===== src/sv/frame_power_silence_detector_top_defines.svh =====
// Assertion macros shared by the detector RTL.
`ifndef FRAME_POWER_SILENCE_DETECTOR_TOP_DEFINES_SVH
`define FRAME_POWER_SILENCE_DETECTOR_TOP_DEFINES_SVH

`ifndef SYNTH
// Checked only outside reset.
`define FPSD_ASSERT(lbl, prop, msg) \
    lbl: assert property (@(posedge i_clk) disable iff (!i_rst_n) prop) \
        else $error(msg);
// Checked at every edge, reset included.
`define FPSD_ASSERT_ALWAYS(lbl, prop, msg) \
    lbl: assert property (@(posedge i_clk) prop) else $error(msg);
`else
`define FPSD_ASSERT(lbl, prop, msg)
`define FPSD_ASSERT_ALWAYS(lbl, prop, msg)
`endif

`endif


===== src/sv/fpsd_div.sv =====
`default_nettype none

module fpsd_div #(
    parameter int NUM_W = 23,
    parameter int DEN_W = 22
) (
    input  logic             i_clk,
    input  logic             i_rst_n,
    input  logic             i_start,
    input  logic [NUM_W-1:0] i_num,
    input  logic [DEN_W-1:0] i_den,
    output logic             o_busy,
    output logic [NUM_W-1:0] o_quot
);

    localparam int CNT_W = $clog2(NUM_W + 1);

    logic [CNT_W-1:0] r_cnt;
    logic [NUM_W-1:0] r_quot;
    logic [DEN_W-1:0] r_rem;
    logic [DEN_W-1:0] r_den;
    logic [DEN_W:0]   trial;
    logic             fits;

    always_comb begin
        trial = {r_rem, r_quot[NUM_W-1]};
        fits  = (trial >= {1'b0, r_den});
    end

    always_ff @(posedge i_clk) begin
        if (!i_rst_n) begin
            r_cnt <= '0;
        end else if (i_start) begin
            r_cnt <= CNT_W'(NUM_W);
        end else if (r_cnt != '0) begin
            r_cnt <= r_cnt - 1'b1;
        end
    end

    // while busy, shift one numerator bit into the remainder and one quotient bit into r_quot per cycle
    always_ff @(posedge i_clk) begin
        if (i_start) begin
            r_quot <= i_num;
            r_rem  <= '0;
            r_den  <= i_den;
        end else if (r_cnt != '0) begin
            r_quot <= {r_quot[NUM_W-2:0], fits};
            r_rem  <= fits ? DEN_W'(trial - {1'b0, r_den}) : trial[DEN_W-1:0];
        end
    end

    assign o_busy = (r_cnt != '0);
    assign o_quot = r_quot;

endmodule

`default_nettype wire

===== config.mk =====
export PLATFORM = sky130hd
export DESIGN_NAME = fpsd_div
export DESIGN_NICKNAME = d
export VERILOG_FILES = /design/src/sv/frame_power_silence_detector_top_defines.svh /design/src/sv/fpsd_div.sv
export SDC_FILE = /design/constraint.sdc
export NUM_CORES = 1
export LEC_CHECK = 0
export ABC_AREA = 1
export BUFFER_PORTS_ARGS = -buffer_cell sky130_fd_sc_hd__buf_2
export CORE_AREA = 2 2 128 130
export CTS_CLUSTER_SIZE = 28
export DETAILED_ROUTE_END_ITERATION = 8
export DIE_AREA = 0 0 130 132
export SYNTH_ARGS = -nofsm -noshare
export SYNTH_HDL_FRONTEND = slang
export SYNTH_SLANG_ARGS = --single-unit

===== constraint.sdc =====
create_clock -name i_clk -period 2.06 [get_ports i_clk]
set_clock_uncertainty 0.2 [all_clocks]
set_input_delay 0.103 -clock i_clk [delete_from_list [all_inputs] [get_ports i_clk]]
set_output_delay 0.103 -clock i_clk [all_outputs]
set_load 0.05 [all_outputs]

==> flow_summary.ini <==
[cts]
cts_buffers = 9
cts_buffer_depth = 2
cts_max_level = 3
clk_latency_ps = 360
cts_tree = built
clkTransAtPathRegs_ps = 70
cts-root-buf = clkbuf_16
cts.sinks = 72

[routing]
wl_met2_um = 6400
drtPass1Iterations = 5
wl_per_cell_um = 13.0
vias = 4675
wl_met1_um = 6490
highest-signal-layer = met4
drc = 0
ant_nets = 0
wl_um = 13900
wl_met3_um = 703
drt-vias-per-instance = 4.40
drt_iter0_drc = 206

[floorplanning]
ioPinCount = 72
rows = 46
die_area_um2 = 17200
dieHeight_um = 132
initial_utilization_pct = 29.7
core_um2 = 15700
die-width_um = 130

[timing]
report.final.slew_viol_count = 0
fin_ws_ps = -37.6
finalSetupTns_ps = -176
rsz0062_at_grt = true
worstMarginPinSlew_ps = 443
whs_ps = 68.1
fin_crit_sh_pct = 102
fin_crit_ps = 2100
setup_viol = 11
slew_headroom_pct = 70.4
final-hold-violation-count = 0
max_freq_mhz = 477

[yosys]
ys_seq_elements = 72
synth_async_sr_flop_share_pct = 0
synth_area_um2 = 4670
synth_edf_count = 45
ys_warn_count = 0
syn_area_per_cell_um2 = 7.19
synth_ff_type = edfxtp_1
yosysTopAreaCellShare_pct = 28.9
ys_types = 35
syn_inst = 649
netlist_top_cells_area = edfxtp_1 29%, nand2_1 20%, dfxtp_1 12%, inv_1 8.7%, ha_1 6.4%
yosysSeqAreaShare_pct = 40.5
yosys.area.top_type = edfxtp_1
synth.net_count = 722

[status]
status = complete, but fails checks
violations = negative setup slack

[final_layout]
drive_gt1_share_pct = 39.0
nFillCells = 1501
antennaDiodeCount = 0
area_growth_pct = 57.9
multi_input_area_um2 = 3000
regArea_um2 = 1890
layout.nets = 915
layout.cells.non_filler = 1063

[global_routing]
track_usage_pct = 16.4
grt_max_degree = 36
grt_overflow = 0
grt_pass1_wl_um = 22000
grt_pass1_vias = 4567
antenna_found_initial = 0

[worst_setup_path]
path_class = flip-flop to flip-flop
required_ps = 2110
r2r-end = r_rem[20]
endpoint_kind = flip-flop
start_kind = flip-flop
r2r_slack_ps = -40
critPathArrivalTime_ps = 2150
reg2regPathDepth = 13
r2r-start = o_quot[22]
worstPathMaxFanout = 4

[power_and_ir_drop]
pwr-share-comb_pct = 58.3
switching_share_pct = 42.3
intPower_mw = 5.06
peakVddDrop_mv = 0.510
seqPwrFrac_pct = 23.5
p_leak_nw = 3.61
power.share.clock_pct = 18.2
p_sw_mw = 3.70
p_per_area_nw_per_um2 = 1190

[place]
dp_hpwl_um = 9430
dp_slack_ps = -107
port_buffers = 71
place_congestion = 0.948
placedCellCount = 991

[min_path]
min_to = r_cnt[3]
min-delay-path-class = primary input to flip-flop
hold_depth = 4
min-delay-start = i_start

[run]
drv_cap = 0
logic make-up (layout without fill, tap and decap cells):
kind of cell / Yosys count / after routing / synth area share (%)
xor gates and xnor gates: 10 / 10 / 1.88
adders and majority gates: 25 / 25 / 6.86
DFF: 72 / 72 / 40.5
buffers and inverters: 125 / 323 / 11.1
AOI/OAI and AO/OA: 37 / 37 / 4.34
and+or+nand+nor: 380 / 380 / 35.3
per-layer routing:
layer	track usage [%]	up-vias
met2	25.7	100
li1	-	2430
met3	4.87	17
met1	21.6	2128
met4	5.73	0
met5	0	-
Yosys cell counts (3+ instances only):
library cell	count
nand2_1	254
inv_1	108
nand3_1	53
edfxtp_1	45
nor2_1	32
dfxtp_1	27
ha_1	24
a21oi_1	18
nand3b_1	11
nand2_2	10
o21ai_1	10
xnor2_1	9
nand3_2	5
clkbuf_1	4
nand4_1	4
nor3_1	4
buf_4	3
nor2_2	3
o21bai_1	3
area by class of cell:
class / instances / share of cell area [%]
multi-input cells: 452 / 40.7
flip-flops and latches: 72 / 25.7
repair buffers: 196 / 20.3
inverters: 111 / 5.70
well taps: 216 / 3.67
clock buffers: 9 / 3.05
clock inverters: 7 / 0.899
sequential cells by signal (all words and copies together), names as in the netlist:
register / cells
o_quot: 23
r_rem: 22
r_cnt: 5
r_den: 22
placed cells by master (no fill, tap or decap), drive strengths merged, types with 2 or more instances in the layout:
master	n
clkinv	2
nand2	264
buf	148
a21oi	18
clkbuf	11
dlygate4sd3	46
nor3	4
nand3b	11
edfxtp	45
ha	24
xnor2	9
nand4	5
dfxtp	27
o21ai	12
inv	115
o21bai	3
nor2	37
nand3	58
timing repair:
item | 4_1_cts | 5_1_grt
pin swaps | 8 | 50
hold buffers | 46 | 0
setup buffers | 2 | 6
hold endpoints to repair | 50 | 0
gates resized for setup | 41 | 122
cloned | 1 | 1
setup endpoints to repair | 23 | 23
stage by stage:
step | instance area, um2 | total power [mW] | utilization (%)
3_3_place_gp | 5800 | 5.79 | 36.9
5_1_grt | 7370 | 9.35 | 46.9
2_1_floorplan | 4720 | 4.49 | -
6_report | 7370 | 8.76 | 46.9
3_5_place_dp | 5800 | 5.80 | 36.9
4_1_cts | 6840 | 7.90 | 43.6
critical path: stages (launching register included):
cell and delay [ps]:
edfxtp_1 390, inv_2 90, ha_4 120, inv_2 40, fa_2 370, nand2_2 90
nand3_4 80, buf_6 130, nand3b_1 120, nand3_1 90, nand2_1 70, nand3_1 70
nand3_1 80, nand2_1 50
power by group through the flow:
stage	sequential, mW	clock [mW]	combinational [mW]
2_1_floorplan	2.22	0	2.27
3_3_place_gp	2.00	0	3.79
3_5_place_dp	2.00	0	3.80
4_1_cts	2.03	1.63	4.25
5_1_grt	2.10	1.70	5.56
6_report	2.06	1.59	5.11
worst max path at each step:
stage	startpoint	depth (start not counted)	slack, ps	to
2_1_floorplan	o_quot[22]	14	-160	r_rem[16]
3_3_place_gp	r_den[10]	13	-80	r_rem[18]
3_5_place_dp	r_den[10]	13	-110	r_rem[9]
4_1_cts	o_quot[22]	13	-60	r_rem[20]
5_1_grt	o_quot[22]	13	-180	r_rem[20]
6_report	o_quot[22]	13	-40	r_rem[20]
No activity file was read; power rests on OpenSTA's default activity.
