## config.mk

```make
export PLATFORM = sky130hd
export DESIGN_NAME = fpsd_mac
export DESIGN_NICKNAME = d
export VERILOG_FILES = /design/src/sv/frame_power_silence_detector_top_defines.svh /design/src/sv/fpsd_pkg.sv /design/src/sv/fpsd_mac.sv
export SDC_FILE = /design/constraint.sdc
export NUM_CORES = 2
export LEC_CHECK = 0
export ABC_AREA = 1
export BUFFER_PORTS_ARGS = -buffer_cell sky130_fd_sc_hd__buf_2
export CORE_UTILIZATION = 60
export CTS_CLUSTER_DIAMETER = 40
export CTS_CLUSTER_SIZE = 24
export DETAILED_ROUTE_END_ITERATION = 12
export GPL_TIMING_DRIVEN = 0
export MAX_ROUTING_LAYER = met4
export PLACE_DENSITY = 0.86
export SLEW_MARGIN = 20
export SYNTH_ARGS = -nofsm -noshare
export SYNTH_HDL_FRONTEND = slang
export SYNTH_SLANG_ARGS = --single-unit
```

## constraint.sdc

```tcl
create_clock -name i_clk -period 9.8 [get_ports i_clk]
set_input_delay 0.98 -clock i_clk [delete_from_list [all_inputs] [get_ports i_clk]]
set_output_delay 0.98 -clock i_clk [all_outputs]
set_load 0.005 [all_outputs]
```

## src/sv/frame_power_silence_detector_top_defines.svh

```systemverilog
// Assertion macros shared by the detector RTL.
`ifndef FRAME_POWER_SILENCE_DETECTOR_TOP_DEFINES_SVH
`define FRAME_POWER_SILENCE_DETECTOR_TOP_DEFINES_SVH

`ifndef SYNTH
// Checked only outside reset.
`define FPSD_ASSERT(lbl, prop, msg) \
    lbl: assert property (@(posedge i_clk) disable iff (!i_rst_n) prop) \
        else $error(msg);
// Checked at every edge, reset included.
`define FPSD_ASSERT_ALWAYS(lbl, prop, msg) \
    lbl: assert property (@(posedge i_clk) prop) else $error(msg);
`else
`define FPSD_ASSERT(lbl, prop, msg)
`define FPSD_ASSERT_ALWAYS(lbl, prop, msg)
`endif

`endif

```

## src/sv/fpsd_pkg.sv

```systemverilog
`default_nettype none

package fpsd_pkg;

    localparam int SAMPLE_BITS = 16;
    localparam int TIME_W      = 32;
    localparam int MAC_W       = 32;
    localparam int PROD_W      = 2 * MAC_W;

    localparam int THR_W  = 31;
    localparam int SIL_W  = 20;
    localparam int RATE_W = 18;
    localparam int CH_W   = 4;
    localparam int CFG_W  = 31;
    localparam int CFG_IDX_W = 2;

    localparam logic [CFG_IDX_W-1:0] CFG_POWER_THRESHOLD = 2'd0;
    localparam logic [CFG_IDX_W-1:0] CFG_SILENCE_MS      = 2'd1;
    localparam logic [CFG_IDX_W-1:0] CFG_SAMPLE_RATE     = 2'd2;
    localparam logic [CFG_IDX_W-1:0] CFG_CHANNEL_COUNT   = 2'd3;

    localparam logic [THR_W-1:0]  THR_RESET  = 31'd33955;
    localparam logic [SIL_W-1:0]  SIL_RESET  = 20'd250;
    localparam logic [RATE_W-1:0] RATE_RESET = 18'd8000;
    localparam logic [CH_W-1:0]   CH_RESET   = 4'd1;

    localparam logic [MAC_W-1:0] MS_PER_SEC = 32'd1000;

    typedef enum logic [1:0] {
        BASE_ZERO = 2'd0,
        BASE_ACC  = 2'd1,
        BASE_EXT  = 2'd2
    } t_base;

    typedef struct packed {
        logic  issue;
        t_base base;
        logic  sub;
        logic  hi;
    } t_mac_op;

endpackage

`default_nettype wire

```

## src/sv/fpsd_mac.sv

```systemverilog
`default_nettype none

module fpsd_mac
    import fpsd_pkg::*;
(
    input  logic              i_clk,
    input  logic              i_rst_n,
    input  t_mac_op           i_op,
    input  logic [MAC_W-1:0]  i_a,
    input  logic [MAC_W-1:0]  i_b,
    input  logic [PROD_W-1:0] i_ext,
    output logic [PROD_W-1:0] o_acc
);

    t_mac_op           r_op;
    logic [PROD_W-1:0] r_prod;
    logic [PROD_W-1:0] r_ext;
    logic [PROD_W-1:0] r_acc;
    logic [PROD_W-1:0] shifted;
    logic [PROD_W-1:0] base;

    always_ff @(posedge i_clk) begin
        if (!i_rst_n) begin
            r_op <= '0;
        end else begin
            r_op <= i_op;
        end
    end

    always_ff @(posedge i_clk) begin
        r_prod <= i_a * i_b;
        r_ext  <= i_ext;
        if (r_op.issue) begin
            r_acc <= r_op.sub ? (base - shifted) : (base + shifted);
        end
    end

    always_comb begin
        shifted = r_op.hi ? {r_prod[MAC_W-1:0], {MAC_W{1'b0}}} : r_prod;
        case (r_op.base)
            BASE_ACC: base = r_acc;
            BASE_EXT: base = r_ext;
            default:  base = '0;
        endcase
    end

    assign o_acc = r_acc;

endmodule

`default_nettype wire

```

==> results.sh <==
export IMPL_status="finished clean"
export IMPL_synth_async_sr_flop_share_pct=0
export IMPL_period_share_pct=88.2
export IMPL_initial_core_util_pct=60.6
export IMPL_setup_viol=0
export IMPL_hold_class="flip-flop to flip-flop"
export IMPL_syn_inst=6820
export IMPL_cts_root_buf="clkbuf_16"
export IMPL_grt_pass1_wl_mm=286
export IMPL_synth_fp_nets=8181
export IMPL_fp_dieArea_um2=82400
export IMPL_arrival_ns=9.01
export IMPL_ff2ff_path_depth=18
export IMPL_nFillCells=7353
export IMPL_chipWidth_um=287
export IMPL_ys_warn_count=0
export IMPL_rows=104
export IMPL_worst_r2r_setup_slack_ns=5.07
export IMPL_dp_hpwl_mm=169
export IMPL_htreeDepth=4
export IMPL_pre_cts_ws_ns=0.885
export IMPL_fin_crit_ns=8.64
export IMPL_crit_path_frequent_cell="fa_1"
export IMPL_grt_usage_pct=49.7
export IMPL_hold_violations=0
export IMPL_start_kind="primary input"
export IMPL_area_delta_synth_final_pct=6.27
export IMPL_tns_ns=0
export IMPL_cts_clk_slew_worst_paths_ns=0.08
export IMPL_drc=0
export IMPL_layout_commonest_cell="nand2_1"
export IMPL_synth_ff_type="dfxtp_1"
export IMPL_cts_setup_buffers=0
export IMPL_drtIter0Drc=4924
export IMPL_critPathSlowestCell="clkbuf_1"
export IMPL_r2r_start="r_op[3]"
export IMPL_required_ns=10.18
export IMPL_cts_buffer_depth=2
export IMPL_finalMaxSlewViolations=0
export IMPL_routabilityCongestion=1.11
export IMPL_rsz0062_at_grt="no"
export IMPL_cts_buffers=17
export IMPL_worst_pin_slew_ns=1.34
export IMPL_cp_slowest_stage_delay_ns=0.95
export IMPL_core_um2=80400
export IMPL_die_h_um=287
export IMPL_cp_end_kind="flip-flop"
export IMPL_drt_pass1_iterations=6
export IMPL_insertion_delay_ns=0.48
export IMPL_layout_common_cells="nand2_1 (2178), inv_1 (1901), fa_1 (897)"
export IMPL_cp_max_fo=10
export IMPL_gr_total_overflow=0
export IMPL_worstHoldStart="r_op[4]"
export IMPL_hold_path_depth=0
export IMPL_cap_viol_max_count=0
export IMPL_cts_tree="done"
export IMPL_hold_end="o_acc[0]"
export IMPL_cts_sink_count=197
export IMPL_crit_path_cell_trace="buf_2 -> clkbuf_1 -> nand2_1 -> fa_1 -> inv_1 -> fa_1 -> inv_1 -> fa_1 -> inv_1 -> fa_1 -> fa_1 -> fa_1 -> fa_1 -> fa_1 -> ha_1 -> nand2_1 -> nor2_1 -> inv_1 -> nor3_1 -> nand3_1 -> nand2_1 -> nand2_1 -> nand3_1 -> nand2_1"
export IMPL_syn_area_per_cell_um2=7.15
export IMPL_synth_seq_cells=197
export IMPL_cts_hold_buf=0
export IMPL_avgViaCountPerCell=5.63
export IMPL_cts_resized=0
export IMPL_r2r_end="o_acc[60]"
export IMPL_drive_gt1_share_pct=4.44
export IMPL_wire_per_inst_um=24.0
export IMPL_io_buffer_count=198
export IMPL_num_vias=45732
export IMPL_worstSetupPathType="primary input to flip-flop"
export IMPL_grt_max_degree=60
export IMPL_maxSlewHeadroom_pct=10.5
export IMPL_synth_cell_types=43
export IMPL_grt_pass1_vias=45969
export IMPL_ys_seq_area_share_pct=9.40
export IMPL_syn_area_um2=48700
export IMPL_fin_nets=8400
export IMPL_finalClockSkew_ns=0.0132
export IMPL_antenna_found_initial=11
export IMPL_fmax_mhz=116
export IMPL_setup_ws_ns=1.16
export IMPL_final_antenna_net_count=0
export IMPL_synth_edf_count=64
export IMPL_wirelength_mm=195
export IMPL_io_pins=199
-- metal layers --
| layer | GRT usage [%] | vias to the layer above | part of all wire, % |
|---|---|---|---|
| li1 | - | 19972 | - |
| met5 | - | - | 0 |
| met1 | 58.3 | 21872 | 36 |
| met2 | 74.1 | 3066 | 43 |
| met4 | 32.0 | 0 | 8.3 |
| met3 | 15.2 | 822 | 13 |
-- synth_stat cells, types with 2 or more instances --
library cell | n | area, um2
a21boi_0 | 3 | 22.5
a21o_1 | 8 | 60.1
a21oi_1 | 225 | 1130
a22o_1 | 2 | 17.5
buf_1 | 7 | 26.3
buf_12 | 2 | 40.0
buf_2 | 4 | 20.0
buf_6 | 7 | 78.8
clkbuf_1 | 213 | 800
dfxtp_1 | 133 | 2660
edfxtp_1 | 64 | 1920
fa_1 | 897 | 18000
ha_1 | 329 | 4120
inv_1 | 1901 | 7140
inv_2 | 3 | 11.3
nand2_1 | 2178 | 8180
nand2_2 | 16 | 100
nand3_1 | 131 | 656
nand3_2 | 2 | 20.0
nand3b_1 | 8 | 60.1
nand4_1 | 34 | 213
nor2_1 | 306 | 1150
nor2_2 | 12 | 75.1
nor2_4 | 4 | 45.0
nor3_1 | 31 | 155
nor4_1 | 3 | 18.8
o21a_1 | 3 | 22.5
o21ai_0 | 115 | 576
o21ai_1 | 14 | 70.1
o21ai_2 | 4 | 35.0
o21bai_1 | 22 | 165
o31ai_1 | 2 | 15.0
xnor2_1 | 23 | 201
xor2_1 | 105 | 920
-- critical path: cells and delay by family --
| family | cells | cell delay, ns |
|---|---|---|
| fa+ha+maj | 9 | 4.69 |
| buf+inv | 6 | 1.49 |
| simple gates | 9 | 1.82 |
-- layout make-up --
cell class / count / area (um2) / share of cell area (%)
tap: 1060 / 1330 / 2.56
timing repair buffer: 200 / 1030 / 2.00
clock buffer: 18 / 450 / 0.870
sequential: 197 / 4590 / 8.86
clock inverter: 14 / 180 / 0.348
multi-input combinational: 4485 / 36000 / 69.6
inverter: 1905 / 7150 / 13.8
antenna: 14 / 35.0 / 0.0676
buffer: 233 / 991 / 1.91
-- through the flow --
stage                     utilization (%)  cell area, um2  instances  hold slack, ns
after floorplan                         -           48700       6820           0.750
after global placement               63.5           51100       8078           0.914
after detailed placement             63.5           51100       8079           0.529
after CTS                            64.3           51700       8111           0.556
after global routing                 64.4           51800       8124           0.579
final                                64.4           51800       8126           0.556
-- worst max-delay path by stage --
stage             from    endpoint  slack (ns)  depth (start not counted)
5_1_grt         i_b[9]  r_prod[61]        1.08                         24
3_5_place_dp    i_b[9]  r_prod[61]        0.89                         24
2_1_floorplan  i_b[11]  r_prod[62]        3.01                         25
3_3_place_gp   i_a[17]  r_prod[61]        0.89                         24
4_1_cts         i_b[9]  r_prod[61]        1.36                         24
6_report        i_b[9]  r_prod[61]        1.16                         24
-- state kept, by name, indices dropped and copies added, names as in the netlist --
register / count
r_prod: 64
o_acc: 64
r_op: 5
r_ext: 64
-- logic make-up after synthesis --
group	Yosys count	share of synthesized area, %
AND/OR/NAND/NOR	2730	22.0
flip-flops	197	9.40
multiplexers	1	0.0205
buffers and inverters	2138	16.7
AO/OA/AOI/OAI	400	4.37
adder cells (fa/ha/maj)	1226	45.3
XOR/XNOR	128	2.30
Power is not shown: default switching activity piles up to over one toggle a cycle in this logic, so the estimate is an artifact.
